==> config.mk <==
export PLATFORM = sky130hd
export DESIGN_NAME = breakpoint_table_engine
export DESIGN_NICKNAME = d
export VERILOG_FILES = /design/src/design/bte_pkg.sv /design/src/design/breakpoint_table_engine.sv /design/src/design/bte_mem.sv /design/src/design/bte_seq.sv
export VERILOG_INCLUDE_DIRS = /design/src /design/src/design
export SDC_FILE = /design/constraint.sdc
export NUM_CORES = 2
export LEC_CHECK = 0
export BUFFER_PORTS_ARGS = -buffer_cell sky130_fd_sc_hd__buf_2
export CAP_MARGIN = 20
export CELL_PAD_IN_SITES_DETAIL_PLACEMENT = 1
export CELL_PAD_IN_SITES_GLOBAL_PLACEMENT = 1
export CORE_MARGIN = 8
export CORE_UTILIZATION = 49
export CTS_CLUSTER_SIZE = 30
export DETAILED_ROUTE_END_ITERATION = 10
export GPL_TIMING_DRIVEN = 0
export PLACE_DENSITY_LB_ADDON = 0.1
export SETUP_SLACK_MARGIN = 0.4
export SLEW_MARGIN = 20
export SYNTH_ARGS = -nofsm -noshare
export SYNTH_HDL_FRONTEND = slang
export SYNTH_HIERARCHICAL = 1
export SYNTH_SLANG_ARGS = --single-unit
==> constraint.sdc <==
create_clock -name clk -period 6.4 [get_ports clk]
set_input_delay 1.28 -clock clk [delete_from_list [all_inputs] [get_ports clk]]
set_output_delay 1.28 -clock clk [all_outputs]
set_load 0.005 [all_outputs]
==> src/design/breakpoint_table_engine_defines.svh <==
// Assertion helpers used by the breakpoint table sequencer (bte_seq).
`ifndef BREAKPOINT_TABLE_ENGINE_DEFINES_SVH
`define BREAKPOINT_TABLE_ENGINE_DEFINES_SVH

// Same-cycle implication, disabled during reset
`define BTE_ASSERT_NOW(label, clk, rst, ante, cons, msg) \
  label: assert property (@(posedge clk) disable iff (rst) (ante) |-> (cons)) \
    else $error(msg);

// Next-cycle implication, disabled during reset
`define BTE_ASSERT_NEXT(label, clk, rst, ante, cons, msg) \
  label: assert property (@(posedge clk) disable iff (rst) (ante) |=> (cons)) \
    else $error(msg);

`endif

==> src/design/bte_pkg.sv <==
package bte_pkg;

  // Command codes
  localparam logic [2:0] OP_ADD     = 3'd0;
  localparam logic [2:0] OP_REMOVE  = 3'd1;
  localparam logic [2:0] OP_ENABLE  = 3'd2;
  localparam logic [2:0] OP_DISABLE = 3'd3;
  localparam logic [2:0] OP_TRAP    = 3'd4;
  localparam logic [2:0] OP_LIST    = 3'd5;
  localparam logic [2:0] OP_CLEAR   = 3'd6;

  // Status codes
  localparam logic [2:0] ST_OK       = 3'd0;
  localparam logic [2:0] ST_STATE    = 3'd1;
  localparam logic [2:0] ST_NOTFOUND = 3'd2;
  localparam logic [2:0] ST_CONFLICT = 3'd3;
  localparam logic [2:0] ST_FULL     = 3'd4;
  localparam logic [2:0] ST_ARG      = 3'd5;

  localparam logic [7:0] TRAP_BYTE   = 8'hCC;
  localparam int         MAX_RESULTS = 16;

  typedef enum logic [2:0] {
    S_IDLE,
    S_RD,
    S_EV,
    S_ACT,
    S_FIN
  } seq_state_t;

  // One command beat
  typedef struct packed {
    logic [2:0]  opcode;
    logic [63:0] address;
    logic [31:0] bp_id;
    logic [4:0]  start_index;
    logic [4:0]  max_entries;
    logic [7:0]  read_byte;
    logic        memory_ok;
    logic        target_stopped;
  } cmd_t;

  // One table slot
  typedef struct packed {
    logic [31:0] id;
    logic        enabled;
    logic [7:0]  saved_byte;
    logic [63:0] address;
    logic [31:0] hits;
  } entry_t;

  // One result beat
  typedef struct packed {
    logic [2:0]  status;
    logic [31:0] entry_id;
    logic [63:0] entry_address;
    logic [7:0]  saved_byte;
    logic        entry_enabled;
    logic [31:0] hits;
    logic [4:0]  total_entries;
    logic        consumed;
    logic        last;
  } result_t;

  // Table write controls
  typedef struct packed {
    logic we;
    logic set_valid;
    logic clr_valid;
    logic clr_all;
  } wr_ctl_t;

endpackage

==> src/design/breakpoint_table_engine.sv <==
// Breakpoint table: keeps ENTRIES software breakpoints in a slot memory and
// runs one command at a time (add, remove, enable, disable, trap hit, list
// page, clear all). A command is taken only while the engine is idle; it is
// answered after a scan of the slot memory (each free slot is skipped, each
// used slot is read through a registered read, then compared) and a final
// step to commit and answer. No scan is needed when the target is not
// stopped, for identifier 0, program counter 0, a bad or empty list page, an
// unknown opcode, or list page or clear all on an empty table; otherwise add,
// trap hit, remove, enable and disable scan, even on an empty table. List page
// and clear all send one beat per reported slot during the scan, so a
// stalled result side slows the scan. Results leave through an output
// register.
module breakpoint_table_engine #(
  parameter int ENTRIES = 16
) (
  input  logic         clk,
  input  logic         rst,
  input  logic         s_tvalid,
  output logic         s_tready,
  // address[63:0], bp_id[95:64], start_index[100:96], max_entries[105:101],
  // read_byte[113:106], memory_ok[114], target_stopped[115], zero[119:116]
  input  logic [119:0] s_tdata,
  // opcode[2:0]
  input  logic [2:0]   s_tuser,
  output logic         m_tvalid,
  input  logic         m_tready,
  // entry_id[31:0], entry_address[95:32], saved_byte[103:96],
  // entry_enabled[104], hits[136:105], total_entries[141:137],
  // consumed[142], zero[143]
  output logic [143:0] m_tdata,
  // status[2:0]
  output logic [2:0]   m_tuser,
  output logic         m_tlast
);

  localparam int IW = ENTRIES > 1 ? $clog2(ENTRIES) : 1;

  bte_pkg::cmd_t     cmd;
  bte_pkg::result_t  res, out_q;
  logic              res_valid, res_ready;
  logic [IW-1:0]     raddr, waddr;
  bte_pkg::entry_t   rdata, wdata;
  bte_pkg::wr_ctl_t  wr;
  logic [ENTRIES-1:0] valid;

  // Unpack the command beat
  always_comb begin
    cmd.opcode         = s_tuser;
    cmd.address        = s_tdata[63:0];
    cmd.bp_id          = s_tdata[95:64];
    cmd.start_index    = s_tdata[100:96];
    cmd.max_entries    = s_tdata[105:101];
    cmd.read_byte      = s_tdata[113:106];
    cmd.memory_ok      = s_tdata[114];
    cmd.target_stopped = s_tdata[115];
  end

  bte_mem #(
    .ENTRIES (ENTRIES)
  ) u_mem (
    .clk   (clk),
    .rst   (rst),
    .raddr (raddr),
    .rdata (rdata),
    .waddr (waddr),
    .wdata (wdata),
    .wr    (wr),
    .valid (valid)
  );

  bte_seq #(
    .ENTRIES (ENTRIES)
  ) u_seq (
    .clk       (clk),
    .rst       (rst),
    .in_valid  (s_tvalid),
    .in_ready  (s_tready),
    .cmd       (cmd),
    .res_valid (res_valid),
    .res_ready (res_ready),
    .res       (res),
    .raddr     (raddr),
    .rdata     (rdata),
    .waddr     (waddr),
    .wdata     (wdata),
    .wr        (wr),
    .valid     (valid)
  );

  // Output register
  assign res_ready = !m_tvalid || m_tready;

  always_ff @(posedge clk) begin
    if (rst) begin
      m_tvalid <= 1'b0;
    end else if (res_ready) begin
      m_tvalid <= res_valid;
    end
  end

  always_ff @(posedge clk) begin
    if (res_ready && res_valid) begin
      out_q <= res;
    end
  end

  // Pack the result beat
  assign m_tdata = {1'b0, out_q.consumed, out_q.total_entries, out_q.hits,
                    out_q.entry_enabled, out_q.saved_byte, out_q.entry_address,
                    out_q.entry_id};
  assign m_tuser = out_q.status;
  assign m_tlast = out_q.last;

endmodule

==> src/design/bte_mem.sv <==
module bte_mem #(
  parameter int ENTRIES = 16
) (
  input  logic                                 clk,
  input  logic                                 rst,
  input  logic [(ENTRIES > 1 ? $clog2(ENTRIES) : 1)-1:0] raddr,
  output bte_pkg::entry_t                      rdata,
  input  logic [(ENTRIES > 1 ? $clog2(ENTRIES) : 1)-1:0] waddr,
  input  bte_pkg::entry_t                      wdata,
  input  bte_pkg::wr_ctl_t                     wr,
  output logic [ENTRIES-1:0]                   valid
);

  bte_pkg::entry_t mem [ENTRIES];
  bte_pkg::entry_t rd_q;
  logic            rd_valid;

  // Slot storage, one write and one registered read per cycle
  always_ff @(posedge clk) begin
    if (wr.we) begin
      mem[waddr] <= wdata;
    end
    rd_q <= mem[raddr];
  end

  // Per-slot in-use bits; a free slot reads as all zero
  always_ff @(posedge clk) begin
    if (rst) begin
      valid    <= '0;
      rd_valid <= 1'b0;
    end else begin
      rd_valid <= valid[raddr];
      if (wr.clr_all) begin
        valid <= '0;
      end else begin
        if (wr.set_valid) valid[waddr] <= 1'b1;
        if (wr.clr_valid) valid[waddr] <= 1'b0;
      end
    end
  end

  assign rdata = rd_valid ? rd_q : '0;

endmodule

==> src/design/bte_seq.sv <==
`include "breakpoint_table_engine_defines.svh"

module bte_seq #(
  parameter int ENTRIES = 16
) (
  input  logic                                 clk,
  input  logic                                 rst,
  input  logic                                 in_valid,
  output logic                                 in_ready,
  input  bte_pkg::cmd_t                        cmd,
  output logic                                 res_valid,
  input  logic                                 res_ready,
  output bte_pkg::result_t                     res,
  output logic [(ENTRIES > 1 ? $clog2(ENTRIES) : 1)-1:0] raddr,
  input  bte_pkg::entry_t                      rdata,
  output logic [(ENTRIES > 1 ? $clog2(ENTRIES) : 1)-1:0] waddr,
  output bte_pkg::entry_t                      wdata,
  output bte_pkg::wr_ctl_t                     wr,
  input  logic [ENTRIES-1:0]                   valid
);

  localparam int IW = ENTRIES > 1 ? $clog2(ENTRIES) : 1;
  localparam int UW = $clog2(ENTRIES + 1);
  localparam int CW = UW > 5 ? UW : 5;

  bte_pkg::seq_state_t state, state_next;
  bte_pkg::cmd_t       cmd_q;
  logic [63:0]         target;
  logic [IW-1:0]       idx, idx_next;
  logic [UW-1:0]       logical, logical_next;
  logic [4:0]          n, n_next;
  logic                dup, dup_next;
  logic [2:0]          fin_st, fin_st_next;
  logic [UW-1:0]       used, used_next;
  logic [31:0]         next_id, nid_next, nid_inc;
  logic                imm;
  logic [2:0]          imm_st;
  logic                has_free;
  logic [IW-1:0]       free_slot;
  logic                more_above;
  logic                emit_last;
  logic [4:0]          cap_in, cap_q;
  bte_pkg::entry_t     e;

  function automatic logic [4:0] cap_of(input logic [4:0] m);
    return (m > 5'(bte_pkg::MAX_RESULTS)) ? 5'(bte_pkg::MAX_RESULTS) : m;
  endfunction

  function automatic bte_pkg::result_t none_res(input logic [2:0] st, input logic [4:0] tot);
    bte_pkg::result_t r;
    r               = '0;
    r.status        = st;
    r.total_entries = tot;
    r.last          = 1'b1;
    return r;
  endfunction

  function automatic bte_pkg::result_t slot_res(input bte_pkg::entry_t s, input logic [2:0] st,
                                                input logic [4:0] tot, input logic cons,
                                                input logic lst);
    bte_pkg::result_t r;
    r.status        = st;
    r.entry_id      = s.id;
    r.entry_address = s.address;
    r.saved_byte    = s.saved_byte;
    r.entry_enabled = s.enabled;
    r.hits          = s.hits;
    r.total_entries = tot;
    r.consumed      = cons;
    r.last          = lst;
    return r;
  endfunction

  assign raddr   = idx;
  assign e       = rdata;
  assign cap_in  = cap_of(cmd.max_entries);
  assign cap_q   = cap_of(cmd_q.max_entries);
  assign nid_inc = next_id + 32'd1;
  assign waddr   = (state == bte_pkg::S_FIN) ? free_slot : idx;

  // Lowest free slot
  always_comb begin
    has_free  = 1'b0;
    free_slot = '0;
    for (int j = ENTRIES - 1; j >= 0; j--) begin
      if (!valid[j]) begin
        has_free  = 1'b1;
        free_slot = IW'(j);
      end
    end
  end

  // Any used slot after the current one
  always_comb begin
    more_above = 1'b0;
    for (int j = 0; j < ENTRIES; j++) begin
      if (valid[j] && (j > int'(idx))) more_above = 1'b1;
    end
  end

  // Commands answered without a table scan
  always_comb begin
    imm    = 1'b1;
    imm_st = bte_pkg::ST_OK;
    unique case (cmd.opcode)
      bte_pkg::OP_ADD: begin
        if (!cmd.target_stopped) imm_st = bte_pkg::ST_STATE;
        else imm = 1'b0;
      end
      bte_pkg::OP_REMOVE, bte_pkg::OP_ENABLE, bte_pkg::OP_DISABLE: begin
        if (!cmd.target_stopped) imm_st = bte_pkg::ST_STATE;
        else if (cmd.bp_id == 32'd0) imm_st = bte_pkg::ST_NOTFOUND;
        else imm = 1'b0;
      end
      bte_pkg::OP_TRAP: begin
        if (cmd.address != 64'd0) imm = 1'b0;
      end
      bte_pkg::OP_LIST: begin
        if (CW'(cmd.start_index) > CW'(used)) imm_st = bte_pkg::ST_ARG;
        else if (cap_in != 5'd0 && CW'(cmd.start_index) != CW'(used)) imm = 1'b0;
      end
      bte_pkg::OP_CLEAR: begin
        if (!cmd.target_stopped) imm_st = bte_pkg::ST_STATE;
        else if (used != '0) imm = 1'b0;
      end
      default: imm_st = bte_pkg::ST_ARG;
    endcase
  end

  // State register and command capture
  always_ff @(posedge clk) begin
    if (rst) begin
      state   <= bte_pkg::S_IDLE;
      idx     <= '0;
      logical <= '0;
      n       <= '0;
      dup     <= 1'b0;
      fin_st  <= bte_pkg::ST_OK;
      used    <= '0;
      next_id <= 32'd1;
    end else begin
      state   <= state_next;
      idx     <= idx_next;
      logical <= logical_next;
      n       <= n_next;
      dup     <= dup_next;
      fin_st  <= fin_st_next;
      used    <= used_next;
      next_id <= nid_next;
    end
  end

  always_ff @(posedge clk) begin
    if (in_valid && in_ready) begin
      cmd_q  <= cmd;
      target <= cmd.address - 64'd1;
    end
  end

  // Sequencer: scan slots, then answer and write back
  always_comb begin
    state_next   = state;
    idx_next     = idx;
    logical_next = logical;
    n_next       = n;
    dup_next     = dup;
    fin_st_next  = fin_st;
    used_next    = used;
    nid_next     = next_id;
    in_ready     = 1'b0;
    res_valid    = 1'b0;
    res          = none_res(fin_st, 5'(used));
    wr           = '0;
    wdata        = e;
    emit_last    = 1'b0;

    unique case (state)
      bte_pkg::S_IDLE: begin
        in_ready = 1'b1;
        if (in_valid) begin
          idx_next     = '0;
          logical_next = '0;
          n_next       = '0;
          dup_next     = 1'b0;
          fin_st_next  = imm_st;
          state_next   = imm ? bte_pkg::S_FIN : bte_pkg::S_RD;
        end
      end

      bte_pkg::S_RD: begin
        if (valid[idx]) begin
          state_next = bte_pkg::S_EV;
        end else if (idx == IW'(ENTRIES - 1)) begin
          state_next  = bte_pkg::S_FIN;
          fin_st_next = (cmd_q.opcode == bte_pkg::OP_TRAP) ? bte_pkg::ST_OK
                                                           : bte_pkg::ST_NOTFOUND;
        end else begin
          idx_next   = idx + IW'(1);
          state_next = bte_pkg::S_RD;
        end
      end

      bte_pkg::S_EV: begin
        priority if (cmd_q.opcode == bte_pkg::OP_ADD && e.address == cmd_q.address) begin
          dup_next   = 1'b1;
          state_next = bte_pkg::S_FIN;
        end else if ((cmd_q.opcode == bte_pkg::OP_REMOVE || cmd_q.opcode == bte_pkg::OP_ENABLE ||
                      cmd_q.opcode == bte_pkg::OP_DISABLE) && e.id == cmd_q.bp_id) begin
          state_next = bte_pkg::S_ACT;
        end else if (cmd_q.opcode == bte_pkg::OP_TRAP && e.enabled && e.address == target) begin
          state_next = bte_pkg::S_ACT;
        end else if (cmd_q.opcode == bte_pkg::OP_LIST &&
                     CW'(logical) >= CW'(cmd_q.start_index)) begin
          emit_last = !more_above || (n + 5'd1 == cap_q);
          res_valid = 1'b1;
          res       = slot_res(e, bte_pkg::ST_OK, 5'(used), 1'b0, emit_last);
          if (res_ready) begin
            n_next       = n + 5'd1;
            logical_next = logical + UW'(1);
            state_next   = bte_pkg::S_RD;
            idx_next     = idx + IW'(1);
            if (emit_last) state_next = bte_pkg::S_IDLE;
          end
        end else if (cmd_q.opcode == bte_pkg::OP_CLEAR) begin
          emit_last = !more_above || (n == 5'(bte_pkg::MAX_RESULTS - 1));
          res_valid = 1'b1;
          res       = slot_res(e, (e.enabled && !cmd_q.memory_ok) ? bte_pkg::ST_CONFLICT
                                                                : bte_pkg::ST_OK,
                               5'd0, 1'b0, emit_last);
          if (res_ready) begin
            n_next     = n + 5'd1;
            state_next = bte_pkg::S_RD;
            idx_next   = idx + IW'(1);
            if (emit_last) begin
              wr.clr_all = 1'b1;
              used_next  = '0;
              state_next = bte_pkg::S_IDLE;
            end
          end
        end else begin
          // no match here: step on, or end the scan
          if (cmd_q.opcode == bte_pkg::OP_LIST) logical_next = logical + UW'(1);
          if (idx == IW'(ENTRIES - 1)) begin
            state_next  = bte_pkg::S_FIN;
            fin_st_next = (cmd_q.opcode == bte_pkg::OP_TRAP) ? bte_pkg::ST_OK
                                                             : bte_pkg::ST_NOTFOUND;
          end else begin
            idx_next   = idx + IW'(1);
            state_next = bte_pkg::S_RD;
          end
        end
      end

      bte_pkg::S_ACT: begin
        // slot idx matched; read data still held
        res_valid = 1'b1;
        unique case (cmd_q.opcode)
          bte_pkg::OP_REMOVE: begin
            if (e.enabled && !cmd_q.memory_ok) begin
              res = none_res(bte_pkg::ST_CONFLICT, 5'(used));
            end else begin
              wdata.enabled = 1'b0;
              res = slot_res(wdata, bte_pkg::ST_OK, 5'(used - UW'(1)), 1'b0, 1'b1);
              if (res_ready) begin
                wr.clr_valid = 1'b1;
                used_next    = used - UW'(1);
              end
            end
          end
          bte_pkg::OP_DISABLE: begin
            if (e.enabled && !cmd_q.memory_ok) begin
              res = none_res(bte_pkg::ST_CONFLICT, 5'(used));
            end else begin
              wdata.enabled = 1'b0;
              res   = slot_res(wdata, bte_pkg::ST_OK, 5'(used), 1'b0, 1'b1);
              wr.we = res_ready;
            end
          end
          bte_pkg::OP_ENABLE: begin
            if (!e.enabled && !cmd_q.memory_ok) begin
              res = none_res(bte_pkg::ST_CONFLICT, 5'(used));
            end else begin
              wdata.enabled = 1'b1;
              res   = slot_res(wdata, bte_pkg::ST_OK, 5'(used), 1'b0, 1'b1);
              wr.we = res_ready;
            end
          end
          default: begin
            // trap hit: saturating count
            wdata.hits = (e.hits == 32'hFFFF_FFFF) ? e.hits : e.hits + 32'd1;
            res   = slot_res(wdata, bte_pkg::ST_OK, 5'(used), 1'b1, 1'b1);
            wr.we = res_ready;
          end
        endcase
        if (res_ready) state_next = bte_pkg::S_IDLE;
      end

      default: begin
        // S_FIN: single answer, add commits here
        res_valid = 1'b1;
        if (cmd_q.opcode == bte_pkg::OP_ADD && cmd_q.target_stopped) begin
          priority if (dup) begin
            res = none_res(bte_pkg::ST_CONFLICT, 5'(used));
          end else if (!has_free) begin
            res = none_res(bte_pkg::ST_FULL, 5'(used));
          end else if (!cmd_q.memory_ok || cmd_q.read_byte == bte_pkg::TRAP_BYTE) begin
            res = none_res(bte_pkg::ST_CONFLICT, 5'(used));
          end else begin
            wdata.id         = next_id;
            wdata.enabled    = 1'b1;
            wdata.saved_byte = cmd_q.read_byte;
            wdata.address    = cmd_q.address;
            wdata.hits       = 32'd0;
            res = slot_res(wdata, bte_pkg::ST_OK, 5'(used + UW'(1)), 1'b0, 1'b1);
            if (res_ready) begin
              wr.we        = 1'b1;
              wr.set_valid = 1'b1;
              used_next    = used + UW'(1);
              nid_next     = (nid_inc == 32'd0) ? 32'd1 : nid_inc;
            end
          end
        end
        if (res_ready) state_next = bte_pkg::S_IDLE;
      end
    endcase
  end

  `BTE_ASSERT_NOW(a_write_in_commit, clk, rst, wr.we || wr.set_valid || wr.clr_valid, state == bte_pkg::S_ACT || state == bte_pkg::S_FIN, "table write outside a commit state")
  `BTE_ASSERT_NOW(a_count_tracks, clk, rst, 1'b1, $countones(valid) == used, "used count differs from slots in use")
  `BTE_ASSERT_NEXT(a_clear_empties, clk, rst, wr.clr_all, valid == '0 && used == '0, "clear all left slots in use")
  `BTE_ASSERT_NOW(a_idle_quiet, clk, rst, state == bte_pkg::S_IDLE, !res_valid && !wr.we, "result or write while idle")

endmodule

==> summary.md <==
| Metric | Value |
|---|---|
| Vias | 62,600 |
| Outcome | complete, no violations |
| Largest area contributor in the netlist | edfxtp_1 |
| Pint | 30.1 mW |
| Worst-margin pin slew | 1.23 ns |
| Setup ws final | 0.281 ns |
| Hold Path Class | flop to flop |
| Logic pwr share | 3.1% |
| CP Data Arrival Time | 6.69 ns |
| Drt first pass iters | 6 |
| Slew headroom | 17.9% |
| Storage element area | 80,000 µm² |
| Pwr Total | 37.9 mW |
| Post-synth EDFFs | 2,522 |
| Slowest-stage cell, CP | edfxtp_1 |
| Layout Skew | 0.0644 ns |
| Placed cell count | 9,296 |
| Initial DRC Count | 8,019 |
| Design area | 125,000 µm² |
| DR WL/cell | 36.1 µm |
| # Max-Cap Violations | 0 |
| Critical path launch point type | flop |
| WHS | 0.487 ns |
| Fin util | 57.0% |
| Grt total ovfl | 0 |
| H-tree depth | 5 |
| Worst path required time | 6.97 ns |
| Clock group share of total power | 44.9% |
| First-pass GRT wire length | 492,000 µm |
| Unique cell type count in the Yosys netlist | 89 |
| Worst path cell trace | nor3_4, nand2_1, nor3b_4, nand2_4, clkbuf_4, clkbuf_4, a21oi_2, clkbuf_2, and2_4, buf_12, buf_16, buf_16 |
| Pleak | 45.5 nW |
| Deepest clock path buffer count | 4 |
| Slowest stage delay, CP | 0.64 ns |
| Mapped Cells | 6,067 |
| Net count, final | 6,880 |
| Sequential share of power | 52.0% |
| Initial antenna violation count | 38 |
| Period utilization | 95.6% |
| DRC viols | 0 |
| Fillers | 19,400 |
| Top-count cell post-synth | edfxtp_1 |
| Final cell count without fillers | 9,845 |
| Final RePlAce weighted congestion | 0.918 |
| Layout cell share with drive strength beyond 1 | 22.3% |
| Die Ht | 485 µm |
| Final HPWL DP | 242,000 µm |
| Post-Syn Area per Cell | 17.8 µm² |
| Placement Setup Slack | -1.08 ns |
| Yosys warning total | 6 |
| Multi-input gate area | 26,600 µm² |
| Number of global-route vias before repair | 63,700 |
| Max VDD drop | 0.252 mV |
| CTS sink count | 2,735 |
| Clock latency reported for the late side of the worst-skew pair | 0.94 ns |
| CTS tree | done |
| Largest net degree at the start of global routing | 74 |
| Worst Path Max Fanout | 34 |
| Syn nets | 6,216 |
| Post-synth top flop | edfxtp_1 |
| Switch Pwr | 7.86 mW |
| Row count | 172 |
| Fmax | 163 MHz |
| Post-synth ARST share | 0% |
| Starting density of the core | 49.2% |
| RSZ-0062 raised after global routing | yes |
| Root Buffer | clkbuf_16 |
| CTS Hold Bufs | 0 |
| Largest cells by area after synthesis | edfxtp_1 (70%), mux4_2 (12%), dfxtp_1 (4.0%), nand2_1 (2.7%), a22oi_1 (1.4%) |
| Setup CP Type | flop to flop |
| Dpl cell area | 115,000 µm² |
| Num CTS Buffers | 301 |
| PwrDens | 303 nW/µm² |
| Minimum clock period | 6.12 ns |
| Final hold violations | 0 |
| Register area share after synthesis | 74.1% |
| Flip-flop and latch count after synthesis | 2,735 |
| CP Capture Type | flop |
| Core Box Area | 219,000 µm² |
| ANT nets after route | 0 |
| Die area | 236,000 µm² |
| Post-synth design cell area | 108,000 µm² |
| Ports | 277 |
| Die W | 485 µm |
| Clk slew on worst S/H paths | 0.06 ns |
| Final setup fails | 0 |
| Number of vias per cell | 6.36 |
| Tot GR Track Use | 29.4% |
| Pins Over Slew Limit | 0 |
| I/O Buffers | 271 |
| TNS Setup | 0 ns |
| Switching share of power | 20.7% |
| Area growth syn-to-layout | 15.7% |
| Routed WL | 355,000 µm |
| Top cells by count, synth | edfxtp_1 (2,522), nand2_1 (772), mux4_2 (555), dfxtp_1 (213), a22oi_1 (202) |
| Synth top area share | 70.2% |
cells by family after synthesis:
logic type | after synthesis | synth area share [%]
AOI/OAI and AO/OA | 614 | 3.86
and+or+nand+nor | 1519 | 6.65
buffers and inverters | 362 | 1.44
other | 1 | 0.00347
DFF | 2735 | 74.1
adders and majority gates | 22 | 0.255
xor gates and xnor gates | 254 | 2.06
muxes | 560 | 11.6
worst max-delay path, delay by kind of cell, from the launching register on:
kind            cells  cell delay (ns)
simple gates        5             2.34
buf+inv             6             2.13
flops               1             0.64
compound gates      1             0.50
cells in the final DEF, fill, tap and decap left out, drive strengths merged, types with 7 or more instances in the layout:
cell      instances
or2              11
nor2            193
o21a              7
and4             10
nand2           773
o22ai            82
a31oi            34
nor2b            19
a22oi           202
a21o             16
o21ai            82
and2            170
nand3            70
nand4            58
dfxtp           213
buf             482
a22o             10
diode            17
clkinv           84
ha               22
or4              13
mux4            555
xor2            113
inv              54
or3              30
clkinvlp         12
nor4             51
a21oi            81
nor3             55
o31ai            14
bufinv           23
and3             27
nand2b           21
clkbuf          595
o41ai             7
xnor2           141
nor3b             8
edfxtp         2522
a211oi           22
worst paths after layout:
kind | slack, ns | to | cells after the start | startpoint
worst max-delay path | 0.28 | u_mem/mem[9][14]$_DFFE_PP_ | 12 | u_seq/cmd_q[116]$_DFFE_PP_
worst min-delay path | 0.49 | u_seq/n[4]$_SDFFE_PP0P_ | 2 | u_seq/n[4]$_SDFFE_PP0P_
worst max register to register | 0.28 | u_mem/mem[9][14]$_DFFE_PP_ | 12 | u_seq/cmd_q[116]$_DFFE_PP_
worst min register to register | 0.49 | u_seq/n[4]$_SDFFE_PP0P_ | 2 | u_seq/n[4]$_SDFFE_PP0P_
metal layers:
metal  vias up  GRT usage [%]  wire, µm
met5         -              0       116
met4        20           11.3     14700
met3       646           5.74     31500
met2      3225           47.2    168000
met1     33300           40.3    140000
li1      25400              -         -
power by group through the flow:
stage	clock [mW]	sequential (mW)	combinational (mW)
6_report	17.0	19.7	1.17
5_1_grt	17.8	19.7	1.23
4_1_cts	17.3	19.7	1.17
3_5_place_dp	0	20.1	1.16
3_3_place_gp	0	20.1	1.12
2_1_floorplan	0	20.1	0.587
registers in the layout (all words and copies together), names as in the netlist, 16 cells and up:
| name | cells |
|---|---|
| u_seq/cmd_q | 119 |
| u_seq/target | 64 |
| u_mem/valid | 16 |
| m_tdata | 143 |
| u_mem/rd_q | 137 |
| u_seq/next_id | 32 |
| u_mem/mem | 2192 |
repair_timing:
action | in CTS | in global routing
pin swaps | 5 | 0
endpoints found under the setup margin | 2331 | 196
gates cloned | 2 | 0
setup buffers | 0 | 0
resized for setup | 11 | 1
layout make-up:
cell class / instances / share of cell area [%]
antenna: 17 / 0.0340
clock buffer: 405 / 6.71
multi-input combinational: 2972 / 21.3
tap: 2871 / 2.88
buffer: 313 / 1.14
inverter: 49 / 0.153
clock inverter: 124 / 0.974
sequential: 2735 / 64.0
timing repair buffer: 359 / 2.80
Power figures use the tool's default switching activity.
